`src/hw/rtl/ivmm_pkg.sv`:
```
`timescale 1ns / 1ps
// ----------------------------------------------------------------------------
// ivmm_pkg : shared types and constants
// Widths, element type codes, register indexes and the result word of the
// integer vector-matrix multiplier.
// ----------------------------------------------------------------------------
package ivmm_pkg;

   // vector store
   localparam int MAX_LEN    = 1024;
   localparam int VEC_ADDR_W = $clog2(MAX_LEN);

   // field widths
   localparam int IDX_W  = 10;
   localparam int LEN_W  = 11;
   localparam int COL_W  = 16;
   localparam int DATA_W = 32;

   // register port
   localparam int CSR_ADDR_W = 4;
   localparam int CSR_DATA_W = 32;

   // result queue
   localparam int RSP_DEPTH = 8;
   localparam int RSP_PTR_W = $clog2(RSP_DEPTH);
   localparam int RSP_CNT_W = RSP_PTR_W + 1;

   // register indexes (paddr[3:2])
   localparam logic [1:0] REG_ELEM_TYPE = 2'd0;
   localparam logic [1:0] REG_INNER_LEN = 2'd1;
   localparam logic [1:0] REG_NUM_COLS  = 2'd2;

   typedef enum logic [1:0] {
      ELEM_INT16  = 2'd0,
      ELEM_UINT16 = 2'd1,
      ELEM_INT32  = 2'd2,
      ELEM_UINT32 = 2'd3
   } elem_type_type;

   // one finished column
   typedef struct packed {
      logic [COL_W-1:0]  column;
      logic [DATA_W-1:0] sum;
      logic              saturated;
      logic              last_column;
   } rsp_word_type;

   // column bookkeeping that travels with each matrix element
   typedef struct packed {
      logic             col_end;
      logic [COL_W-1:0] column;
      logic             last;
   } col_tag_type;

endpackage

```
`src/hw/rtl/ivmm_rsp_if.sv`:
```
`timescale 1ns / 1ps
// ----------------------------------------------------------------------------
// ivmm_rsp_if : response channel
// Valid/ready channel carrying one clamped dot product per matrix column.
// ----------------------------------------------------------------------------
interface ivmm_rsp_if;
   logic                          valid;
   logic                          ready;
   logic [ivmm_pkg::COL_W-1:0]    column;
   logic [ivmm_pkg::DATA_W-1:0]   sum;
   logic                          saturated;
   logic                          last_column;

   modport source (output valid, output column, output sum, output saturated,
                   output last_column, input ready);
   modport sink   (input valid, input column, input sum, input saturated,
                   input last_column, output ready);
endinterface

```
`src/hw/rtl/ivmm_rsp_fifo.sv`:
```
`timescale 1ns / 1ps
// ----------------------------------------------------------------------------
// ivmm_rsp_fifo : result queue
// Small flop-based queue between the clamp stage and the response channel.
// The caller reserves a slot before an element enters, so push never overflows.
// ----------------------------------------------------------------------------
module ivmm_rsp_fifo (
   input  logic                   clock,
   input  logic                   reset,
   input  logic                   push,
   input  ivmm_pkg::rsp_word_type push_word,
   output logic                   pop,
   ivmm_rsp_if.source             rsp
);
   import ivmm_pkg::*;

   rsp_word_type           mem_ff [RSP_DEPTH];
   logic [RSP_PTR_W-1:0]   wr_ptr_ff, wr_ptr_in;
   logic [RSP_PTR_W-1:0]   rd_ptr_ff, rd_ptr_in;
   logic [RSP_CNT_W-1:0]   count_ff, count_in;
   rsp_word_type           head;

   assign pop  = rsp.valid & rsp.ready;
   assign head = mem_ff[rd_ptr_ff];

   // pointers and fill level
   always_comb begin
      wr_ptr_in = push ? wr_ptr_ff + RSP_PTR_W'(1) : wr_ptr_ff;
      rd_ptr_in = pop  ? rd_ptr_ff + RSP_PTR_W'(1) : rd_ptr_ff;
      count_in  = count_ff;
      if (push && !pop) begin
         count_in = count_ff + RSP_CNT_W'(1);
      end else if (!push && pop) begin
         count_in = count_ff - RSP_CNT_W'(1);
      end
   end

   always_ff @(posedge clock) begin
      if (reset) begin
         wr_ptr_ff <= '0;
         rd_ptr_ff <= '0;
         count_ff  <= '0;
      end else begin
         wr_ptr_ff <= wr_ptr_in;
         rd_ptr_ff <= rd_ptr_in;
         count_ff  <= count_in;
      end
   end

   // storage, no reset needed
   always_ff @(posedge clock) begin
      if (push) begin
         mem_ff[wr_ptr_ff] <= push_word;
      end
   end

   // head word onto the channel
   assign rsp.valid       = (count_ff != '0);
   assign rsp.column      = head.column;
   assign rsp.sum         = head.sum;
   assign rsp.saturated   = head.saturated;
   assign rsp.last_column = head.last_column;

   // checks
   a_no_overflow: assert property (@(posedge clock) disable iff (reset)
      push && !pop |-> count_ff != RSP_CNT_W'(RSP_DEPTH))
      else $error("result queue overflow");

   a_level_bound: assert property (@(posedge clock) disable iff (reset)
      count_ff <= RSP_CNT_W'(RSP_DEPTH))
      else $error("result queue level out of range");

   a_head_hold: assert property (@(posedge clock) disable iff (reset)
      rsp.valid && !rsp.ready |=> rsp.valid && $stable(head))
      else $error("waiting result word changed");

endmodule
```
`src/flat_wrapper.sv`:
```
// flat-port wrapper written by rule: the top's interface ports become plain ports
module ivmm_rsp_fifo_flat import ivmm_pkg::*;
  (clock, reset, push, push_word, pop, rsp_valid, rsp_column, rsp_sum, rsp_saturated, rsp_last_column, rsp_ready);
  ivmm_rsp_if rsp_i ();
  input  logic clock;
  input  logic reset;
  input  logic push;
  input  ivmm_pkg::rsp_word_type push_word;
  output logic pop;
  output wire logic [$bits(rsp_i.valid)-1:0] rsp_valid;
  output wire logic [$bits(rsp_i.column)-1:0] rsp_column;
  output wire logic [$bits(rsp_i.sum)-1:0] rsp_sum;
  output wire logic [$bits(rsp_i.saturated)-1:0] rsp_saturated;
  output wire logic [$bits(rsp_i.last_column)-1:0] rsp_last_column;
  input wire logic [$bits(rsp_i.ready)-1:0] rsp_ready;
  assign rsp_valid = rsp_i.valid;
  assign rsp_column = rsp_i.column;
  assign rsp_sum = rsp_i.sum;
  assign rsp_saturated = rsp_i.saturated;
  assign rsp_last_column = rsp_i.last_column;
  assign rsp_i.ready = rsp_ready;
  ivmm_rsp_fifo u_core (.clock(clock), .reset(reset), .push(push), .push_word(push_word), .pop(pop), .rsp(rsp_i));
endmodule
```
`config.mk`:
```
export PLATFORM = sky130hd
export DESIGN_NAME = ivmm_rsp_fifo_flat
export DESIGN_NICKNAME = d
export VERILOG_FILES = /design/src/hw/rtl/ivmm_pkg.sv /design/src/hw/rtl/ivmm_rsp_if.sv /design/src/hw/rtl/ivmm_rsp_fifo.sv /design/src/flat_wrapper.sv
export SDC_FILE = /design/constraint.sdc
export NUM_CORES = 1
export LEC_CHECK = 0
export ABC_AREA = 1
export BUFFER_PORTS_ARGS = -buffer_cell sky130_fd_sc_hd__clkbuf_2
export CAP_MARGIN = 20
export CORE_MARGIN = 1
export CORE_UTILIZATION = 60
export DETAILED_ROUTE_END_ITERATION = 6
export PLACE_DENSITY = 0.79
export SYNTH_ARGS = -nofsm -noshare
export SYNTH_HDL_FRONTEND = slang
export SYNTH_SLANG_ARGS = --single-unit
export TNS_END_PERCENT = 5
```
`constraint.sdc`:
```
create_clock -name clock -period 3.85 [get_ports clock]
set_clock_uncertainty 0.05 [all_clocks]
set_input_delay 0.385 -clock clock [delete_from_list [all_inputs] [get_ports clock]]
set_output_delay 0.385 -clock clock [all_outputs]
set_load 0.005 [all_outputs]
```
---- Word-level counts from Yosys, hierarchy flattened ----
Memories as Yosys holds them, arrays and structs flattened. A register that Yosys moved wholly into a read port is not among the register bits.
Cells that the tools add are included.
operators by class
  add/subtract/negate cells ............... 4
  $mul .................................... 0
  div/mod/pow operators ................... 0
  magnitude comparators ................... 0
  eq/ne operators ......................... 0
  shift-type cells ........................ 0
  mux-type cells .......................... 6
  bitwise gates (word level) .............. 1
  reduce and logical (&&, ||, !) cells .... 6
operators by type and width
  cell                                                                 number
  4-bit two-way mux                                                    2
  3-bit by 1-bit adder with 3-bit output (second input constant)       2
  3-bit two-way mux                                                    2
  4-bit by 1-bit adder with 4-bit output (second input constant)       1
  4-bit nonzero test                                                   1
  4-bit by 1-bit subtractor with 4-bit output (second input constant)  1
  1-bit logical AND                                                    2
  1-bit zero test                                                      2
  1-bit two-way mux                                                    2
  2-bit nonzero test                                                   1
  1-bit AND                                                            1
storage, ports and cells
  bits in registers ....................... 10
  latch bits .............................. 0
  RAM bits ................................ 400
  bits in read-only memories .............. 0
  memories ................................ 1
memory list
  name           words  bits a word  rd ports  clocked after Yosys merged registers in  write ports  line                 RTL
  u_core.mem_ff  8      50           1         1                                        1            ivmm_rsp_fifo.sv:17  rsp_word_type mem_ff [RSP_DEPTH];

---- Logic depth before layout (Yosys ltp) ----
Gate-level depths: netlist of the first run.
  depth after elaboration ................. 5
  gate-level depth with buffers ........... 13

---- Least setup slack after synthesis of the first run ----
Ideal clock, no wire load.
  path kind ............................... in2reg
  from .................................... input port push
  to ...................................... memory u_core.mem_ff[0][0] (netlist bit), enable pin
  arrival ................................. 2.852 ns
  data required time ...................... 3.342 ns
  path slack .............................. 0.491 ns
  stages on the path ...................... 3
  path buffers ............................ 0
  cell sequence ........................... inv_1 > or2_2 > nor2_1
between the ends
  cells in the longest elaborated chain, start to end .. 2
ends and longest elaborated chain
  element                                  line                 RTL
  start, declared                          flat_wrapper.sv:7    input logic push;
  1-bit two-way mux                        ivmm_rsp_fifo.sv:52  if (push) begin
  1-bit two-way mux (not written as such)  ivmm_rsp_fifo.sv:53  mem_ff[wr_ptr_ff] <= push_word;
  end, declared                            ivmm_rsp_fifo.sv:17
Every way passes these cells.

==> flow_summary.toml, run 1 <==
[layout]
layout.nets = 1568
final_cell_count_no_fill = 1880
area_delta_synth_final_pct = 11.7
final_util = 0.687
fin_area_sq_um = 18600
drive_gt1_frac = 0.125

[clock_network]
cts.sinks = 413
post_cts_resized = 0
cts-root-buf = "clkbuf_16"
clock_path_buffers = 3
ctsHoldBuffers = 0
cts_setup_buffers = 0
numCtsBuffers = 40
clk_pin_slew_ns = 0.06
htree_levels = 2
clock_latency_ns = 0.52
cts_tree = "done"

[hold_path]
min_from = "reset"
hold_end = "u_core.wr_ptr_ff[0]"
whs_path_depth = 2
hold_path_class = "primary input to flip-flop"

[placed_design]
place_congestion = 0.758
io_buffers = 105
detailed_place.area_sq_um = 17400
dp_hpwl_mm = 18.3
dp_cells = 1807

[critical_path]
r2r-start = "u_core.count_ff[0]"
cp-end-kind = "output pin"
crit_path_start_kind = "flip-flop"
reg2reg_slack_ns = 1.78
path_class = "flip-flop to output pin"
critPathMaxFanout = 200
reg2reg_depth = 11
r2r_end = "u_core.count_ff[3]"
crit_required_ns = 3.41
crit_arrival_ns = 2.50

[pwr]
p_total_mw = 11.5
power_density_nw_per_um2 = 617
p_leak_nw = 6.92
ir_worst_vdd_v = 0.000339

[logic_synthesis]
ys_types = 21
synth_area_sq_um = 16600
netlist_instances = 1417
synth_nets = 1477
synth_top_area_share = 0.723
ys_seq_area_frac = 0.738
synth-seq-cells = 413
ys_top_cells_by_area = "edfxtp_1, nor2_1, nand2_1"
synth_edf_count = 400
synth_flop_cell = "edfxtp_1"
synth_largest_area_cell = "edfxtp_1"
asyncSetResetFlopFracSynth = 0
avgSynthCellArea_sq_um = 11.7
yosysWarnings = 0

[floorplan]
rows = 60
die-height_um = 168
die_w_um = 168
io_pins = 106
start_util = 0.615
fp.dieArea_sq_um = 28400
core-area_sq_um = 27000

[timing]
setup_tns_ns = 0
tightest_slew_ns = 1.01
setup_viol = 0
relSlewSlack = 0.329
finalMaxSlewViolations = 0
hold_violations = 0
fmax_ghz = 0.341
min_period_ns = 2.93
grt_setup_unrepaired = "no"
min_period_over_period = 0.762

[global_routing]
grt_max_degree = 201
grt_pass1_vias = 10700
grt_pass1_wl_mm = 55.3
busiest_layer = "met2"
antenna_found_initial = 2
overflow = 0
gr-usage-met1 = 0.345
use_met2 = 0.416
grtUsageMet3 = 0.0423
grt_use_total = 0.254

[routing]
viasPerCell = 5.73
vias = 10800
drtIter0Drc = 1120
totalWireLength_mm = 35.4
first_pass_iters = 7
antenna_left = 0
drc = 3
routedWlPerCell_um = 18.8

[flow_run]
maxCapViolations = 0

[run_status]
status = "complete, but fails checks"
violations = "DRC"
## kinds of logic after synthesis
kind of cell / count (synthesis) / synth area share
AO/OA/AOI/OAI: 213 / 0.0641
buffers and inverters: 93 / 0.0347
AND/OR/NAND/NOR: 689 / 0.156
XOR/XNOR: 3 / 0.00158
flip-flops: 413 / 0.738
adder cells (fa/ha/maj): 6 / 0.00497
## worst max-delay path by stage
stage / startpoint / end / slack, ns / depth (start not counted)
3_3_place_gp: push / u_core.mem_ff[2][45] / 1.54 / 5
3_5_place_dp: flip-flop / rsp_sum[16] / 1.47 / 8
6_report: flip-flop / rsp_column[13] / 0.92 / 8
5_1_grt: flip-flop / rsp_sum[24] / 0.80 / 7
4_1_cts: flip-flop / rsp_sum[18] / 0.95 / 7
2_1_floorplan: push / u_core.mem_ff[0][0] / 0.49 / 3
## through the flow
stage	setup slack (ns)	hold WS [ns]
floorplan	0.491	0.404
global placement	1.54	0.438
detailed placement	1.47	0.444
CTS	0.953	0.0532
global route	0.799	0.0715
finish	0.918	0.0565
## critical path, stage by stage, from the launching register on
cell      delay, ns
dfxtp_4        0.38
buf_12         0.56
nor2_1         0.12
nor2_1         0.14
o21ai_0        0.10
nand2_1        0.08
nand2_1        0.06
nand2_1        0.18
clkbuf_2       0.14
## cell type report
| cell class | count | area [sq um] |
|---|---|---|
| sequential | 413 | 12300 |
| fill | 1767 | 8460 |
| multi-input combinational | 911 | 3830 |
| clock buffer | 56 | 1090 |
| timing repair buffer | 125 | 763 |
| tap | 341 | 427 |
| clock inverter | 16 | 106 |
| inverter | 17 | 67.6 |
| antenna | 1 | 2.50 |
## synthesized netlist by cell type, drive strengths merged (3+ instances only)
cell type / count
a21oi: 7
xor2: 3
clkbuf: 27
edfxtp: 400
dfxtp: 13
ha: 5
inv: 17
nor2: 416
buf: 49
nand3: 4
o21ai: 206
nand2: 267
## sequential cells by signal, summed over array words and instances, names as in the netlist, named ones only
register          count
u_core.wr_ptr_ff      3
u_core.mem_ff       400
u_core.count_ff       4
u_core.rd_ptr_ff      3
## per-layer routing
metal / routed length [um] / up-vias
met1: 14700 / 5212
met3: 2600 / 63
li1: - / 5025
met2: 17400 / 466
met5: 12 / -
met4: 735 / 2
## power breakdown
part           internal, mW  switching (mW)  total (mW)
Sequential             5.07          0.0946        5.16
Clock                  2.05            1.55        3.60
Combinational         0.900            1.80        2.70
Total                  8.02            3.45        11.5
## cell usage in the layout (no fill, tap or decap)
master,instances
bufinv_16,1
clkinv_1,7
edfxtp_1,400
dfxtp_4,2
nand2_1,267
clkinvlp_4,1
dfxtp_2,1
dfxtp_1,10
clkbuf_16,41
inv_6,2
clkbuf_1,14
o21ai_0,133
inv_1,14
inv_4,1
inv_2,1
xor2_1,3
clkbuf_2,105
buf_12,7
or2_2,2
clkinv_2,6
diode_2,1
fa_1,1
nor2_4,8
a21oi_1,7
nor2_1,408
buf_4,13
nand3_1,4
clkbuf_8,1
o21ai_1,73
ha_1,5
No activity file was read; power rests on OpenSTA's default activity.
==> run 2: changes to the inputs <==
==> constraint.sdc (replaced) <==
create_clock -name clock -period 2.8 [get_ports clock]
set_clock_uncertainty 0.05 [all_clocks]
set_input_delay 0.28 -clock clock [delete_from_list [all_inputs] [get_ports clock]]
set_output_delay 0.28 -clock clock [all_outputs]
set_load 0.005 [all_outputs]
==> run 2 against run 1 <==
The flow now finishes without violations. Global-route usage rose by 0.29 points. Clock-buffer cell count fell by 6. Highest routed layer unchanged. Die area did not move. Routed wire length rose by 2.1%. Core utilization rose by 1.9 points. Largest power group unchanged. Clock power rose by 46%. Sequential share of layout area fell by 1.8 points. Register-to-register slack got worse by 1.0 ns. Critical path depth rose by 1.
==> flow_summary.toml, run 2 (synthesis results as in run 1) <==
[routing]
drc = 0
routedWlPerCell_um = 18.8
first_pass_iters = 5
viasPerCell = 5.66
totalWireLength_mm = 36.2
antenna_left = 0
vias = 10900
drtIter0Drc = 1028

[layout]
area_delta_synth_final_pct = 14.8
top_register = "u_core.mem_ff"
layout_commonest_cell = "nor2_1"
final_util = 0.706
top_regs = "u_core.mem_ff (400), u_core.count_ff (4)"
layout.nets = 1609
final_cell_mix = "nor2_1, edfxtp_1, nand2_1"
final_cell_count_no_fill = 1920
drive_gt1_frac = 0.128
largest_register_ff_count = 400

[global_routing]
antenna_found_initial = 2
grt_max_degree = 101
grt_pass1_wl_mm = 55.5
grt_use_total = 0.257
overflow = 0
grt_pass1_vias = 10800

[pwr]
ir_worst_vdd_v = 0.000524
p_leak_nw = 7.17
power_density_nw_per_um2 = 849

[timing]
grt_setup_unrepaired = "no"
fmax_ghz = 0.377
tightest_slew_ns = 0.775
finalMaxSlewViolations = 0
min_period_over_period = 0.946
setup_viol = 0
hold_violations = 0
min_period_ns = 2.65
relSlewSlack = 0.483

[floorplan]
start_util = 0.615
die_w_um = 168
fp.dieArea_sq_um = 28400
core-area_sq_um = 27000
rows = 60
die-height_um = 168
io_pins = 106

[placed_design]
place_congestion = 0.746
dp_hpwl_mm = 18.7
io_buffers = 105
dp_cells = 1815

[critical_path]
worst_path_largest_cell_delay_ns = 0.39
crit_required_ns = 2.47
path_class = "flip-flop to output pin"
critPathMaxFanout = 95
crit_arrival_ns = 2.32
slowest_stage = "dfxtp_4"
crit_top_cell = "nand2_1"
cp-end-kind = "output pin"
crit_path_cell_trace = "buf_16 -> buf_6 -> nor2_1 -> nor2_1 -> o21ai_0 -> nand2_1 -> nand2_1 -> nand2_1 -> clkbuf_2"
crit_path_start_kind = "flip-flop"

[clock_network]
numCtsBuffers = 40
cts_tree = "done"
cts-root-buf = "clkbuf_16"
clk_pin_slew_ns = 0.06
cts_setup_buffers = 0
cts.sinks = 413
clock_latency_ns = 0.53
clock_path_buffers = 3
htree_levels = 2

[flow_run]
maxCapViolations = 0

[hold_path]
hold_path_class = "primary input to flip-flop"

[run_status]
status = "complete, no violations"
-- run 2: worst paths after layout --
| path | startpoint | to | slack (ns) | cells past startpoint |
|---|---|---|---|---|
| setup reg to reg | u_core.count_ff[1] | u_core.count_ff[3] | 0.77 | 11 |
| setup / recovery | flip-flop | rsp_column[8] | 0.15 | 9 |
| hold / removal | push_word[29] | u_core.mem_ff[7][29] | 0.01 | 1 |
| hold reg to reg | u_core.wr_ptr_ff[0] | u_core.wr_ptr_ff[0] | 0.45 | 2 |
-- run 2: timing repair --
action                     4_1_cts  5_1_grt
hold endpoints to repair       238        0
setup endpoints to repair        0       21
gates resized for setup          0        5
hold buffers                    33        0
-- run 2: per-stage QoR --
stage	power [mW]	hold WS (ns)	TNS, ns	setup WS (ns)	instance area [sq um]
floorplan	9.81	0.299	-147.14	-0.464	16600
global placement	10.8	0.429	0	0.669	17400
detailed placement	10.9	0.440	0	0.643	17400
CTS	16.2	0.000540	0	0.0448	19100
global route	17.0	0.0116	0	0.0684	19100
finish	16.2	0.0124	0	0.150	19100
-- run 2: area by class of cell --
class	instances	area, sq um
Sequential cell	413	12300
Fill cell	1746	7950
Multi-Input combinational cell	911	3830
Timing Repair Buffer	166	1190
Clock buffer	50	1060
Tap cell	341	427
Clock inverter	21	221
Inverter	17	67.6
Antenna cell	1	2.50
-- run 2: per-layer routing --
| metal | part of all wire | global-route usage | wire (um) | vias to the layer above |
|---|---|---|---|---|
| met4 | 0.027 | 0.106 | 969 | 2 |
| met1 | 0.41 | 0.332 | 14700 | 5203 |
| li1 | - | - | - | 5105 |
| met2 | 0.50 | 0.435 | 17900 | 467 |
| met3 | 0.070 | 0.0440 | 2540 | 82 |
| met5 | 0.00036 | 0 | 13 | - |
-- run 2: power breakdown --
part	total (mW)	switching [mW]	leakage [nW]	internal, mW
clock	5.27	2.14	0.624	3.14
sequential	7.05	0.0797	3.74	6.97
combinational	3.88	2.54	2.80	1.34
-- run 2: worst max-delay path: cells and delay by family (launching register included) --
family                 cells  cell delay [ns]
buffers and inverters      3             0.80
AND/OR/NAND/NOR            5             0.47
flip-flops                 1             0.39
AO/OA/AOI/OAI              1             0.10
==> run 3: changes to the inputs <==
--- a/config.mk
+++ b/config.mk
@@ -10,6 +10,7 @@
 export CAP_MARGIN = 20
 export CORE_MARGIN = 1
 export CORE_UTILIZATION = 60
+export CTS_BUF_LIST = sky130_fd_sc_hd__clkbuf_16
 export DETAILED_ROUTE_END_ITERATION = 6
 export PLACE_DENSITY = 0.79
 export SYNTH_ARGS = -nofsm -noshare
==> run 3 against run 2 <==
Clock-buffer cell count down 9. Combinational power is essentially flat. Register-to-register slack about the same. Final area is the same. Routed wire length decreased by 0.50%. Critical path depth stayed put. Fmax grew 0.31%. Critical path type unchanged. Largest cell class unchanged.
==> flow_summary.toml, run 3 (synthesis results as in run 1) <==
[routing]
viasPerCell = 5.65
routedWlPerCell_um = 18.7
drc = 0
first_pass_iters = 5
antenna_left = 0
vias = 10900
drtIter0Drc = 1005
totalWireLength_mm = 36.0

[critical_path]
reg2reg_slack_ns = 0.77
crit_required_ns = 2.47
cp-end-kind = "output pin"
r2r-start = "u_core.count_ff[1]"
crit_arrival_ns = 2.31
crit_path_start_kind = "flip-flop"
path_class = "flip-flop to output pin"
critPathMaxFanout = 95

[timing]
grt_setup_unrepaired = "no"
finalMaxSlewViolations = 0
min_period_ns = 2.64
fmax_ghz = 0.379
fin_ws_ns = 0.159
min_period_over_period = 0.943
relSlewSlack = 0.485
tightest_slew_ns = 0.772
setup_viol = 0
setup_tns_ns = 0
hold_violations = 0

[layout]
layout_commonest_cell = "nor2_1"
top_regs = "u_core.mem_ff (400), u_core.count_ff (4)"
ff_latch_area_sq_um = 12300
fillers = 1746
drive_gt1_frac = 0.128
layout.nets = 1609
area_delta_synth_final_pct = 14.8
top_register = "u_core.mem_ff"
largest_register_ff_count = 400
final_cell_mix = "nor2_1, edfxtp_1, nand2_1"
multiInputGateArea_sq_um = 3830

[clock_network]
numCtsBuffers = 40
cts-root-buf = "clkbuf_16"
clock_latency_ns = 0.52
cts_setup_buffers = 0
htree_levels = 2
clk_pin_slew_ns = 0.06
cts.sinks = 413
cts_tree = "done"
clock_path_buffers = 3

[global_routing]
grt_pass1_vias = 10800
grt_pass1_wl_mm = 55.5
overflow = 0
antenna_found_initial = 2
grt_max_degree = 101
grt_use_total = 0.257

[pwr]
ir_worst_vdd_v = 0.000524
p_leak_nw = 7.20
power_density_nw_per_um2 = 847

[floorplan]
fp.dieArea_sq_um = 28400
core-area_sq_um = 27000
rows = 60
start_util = 0.615
die-height_um = 168
die_w_um = 168
io_pins = 106

[placed_design]
place_ws_ns = 0.643
place_congestion = 0.746
io_buffers = 105
dp_hpwl_mm = 18.7

[hold_path]
hold_path_class = "primary input to flip-flop"
min_from = "push_word[25]"

[flow_run]
maxCapViolations = 0

[run_status]
status = "complete, no violations"
## run 3: cell types whose count changed in the layout (fill, tap and decap cells not counted)
cell	previous run	this run
clkbuf_1	9	0
inv_1	14	23
## run 3: repair_timing
action | CTS | global route
hold endpoints to repair | 239 | 0
endpoints found under the setup margin | 0 | 21
hold buffers | 33 | 0
resized for setup | 0 | 5
## run 3: metrics by stage
step / util / cell area, sq um / power (mW) / hold WS, ns / cells
final: 0.706 / 19100 / 16.2 / 0.0108 / 1920
after global routing: 0.706 / 19100 / 16.9 / 0.0116 / 1919
after CTS: 0.705 / 19100 / 16.2 / 0.000540 / 1919
after detailed placement: 0.645 / 17400 / 10.9 / 0.440 / 1815
after global placement: 0.645 / 17400 / 10.8 / 0.429 / 1815
after floorplan: - / 16600 / 9.81 / 0.299 / 1417
## run 3: where the power goes
| part | total, mW | leakage (nW) | switching (mW) | internal (mW) |
|---|---|---|---|---|
| clock network | 5.24 | 0.662 | 2.14 | 3.10 |
| logic | 3.87 | 2.80 | 2.53 | 1.34 |
| registers | 7.05 | 3.74 | 0.0795 | 6.97 |
## run 3: worst paths after layout
kind | to | depth (start not counted)
hold reg to reg | u_core.wr_ptr_ff[0] | 2
hold / removal | u_core.mem_ff[5][25] | 1
setup reg to reg | u_core.count_ff[3] | 11
setup / recovery | rsp_column[8] | 9
## run 3: final cells by class
cell class / count / area share
Antenna cell: 1 / 0.000131
Sequential cell: 413 / 0.644
Clock inverter: 30 / 0.0134
Timing Repair Buffer: 166 / 0.0623
Tap cell: 341 / 0.0224
Clock buffer: 41 / 0.0538
Multi-Input combinational cell: 911 / 0.201
Inverter: 17 / 0.00354
## run 3: critical path: stages (launching register included)
cell      delay, ns
dfxtp_4        0.39
buf_16         0.36
buf_6          0.33
nor2_1         0.09
nor2_1         0.10
o21ai_0        0.09
nand2_1        0.08
nand2_1        0.06
nand2_1        0.12
clkbuf_2       0.12
## run 3: layer usage
layer,wire (um),global-route usage,vias to the layer above
li1,-,-,5105
met1,14400,0.333,5180
met2,17900,0.435,479
met3,2710,0.0440,84
met4,983,0.106,2
met5,13,0,-
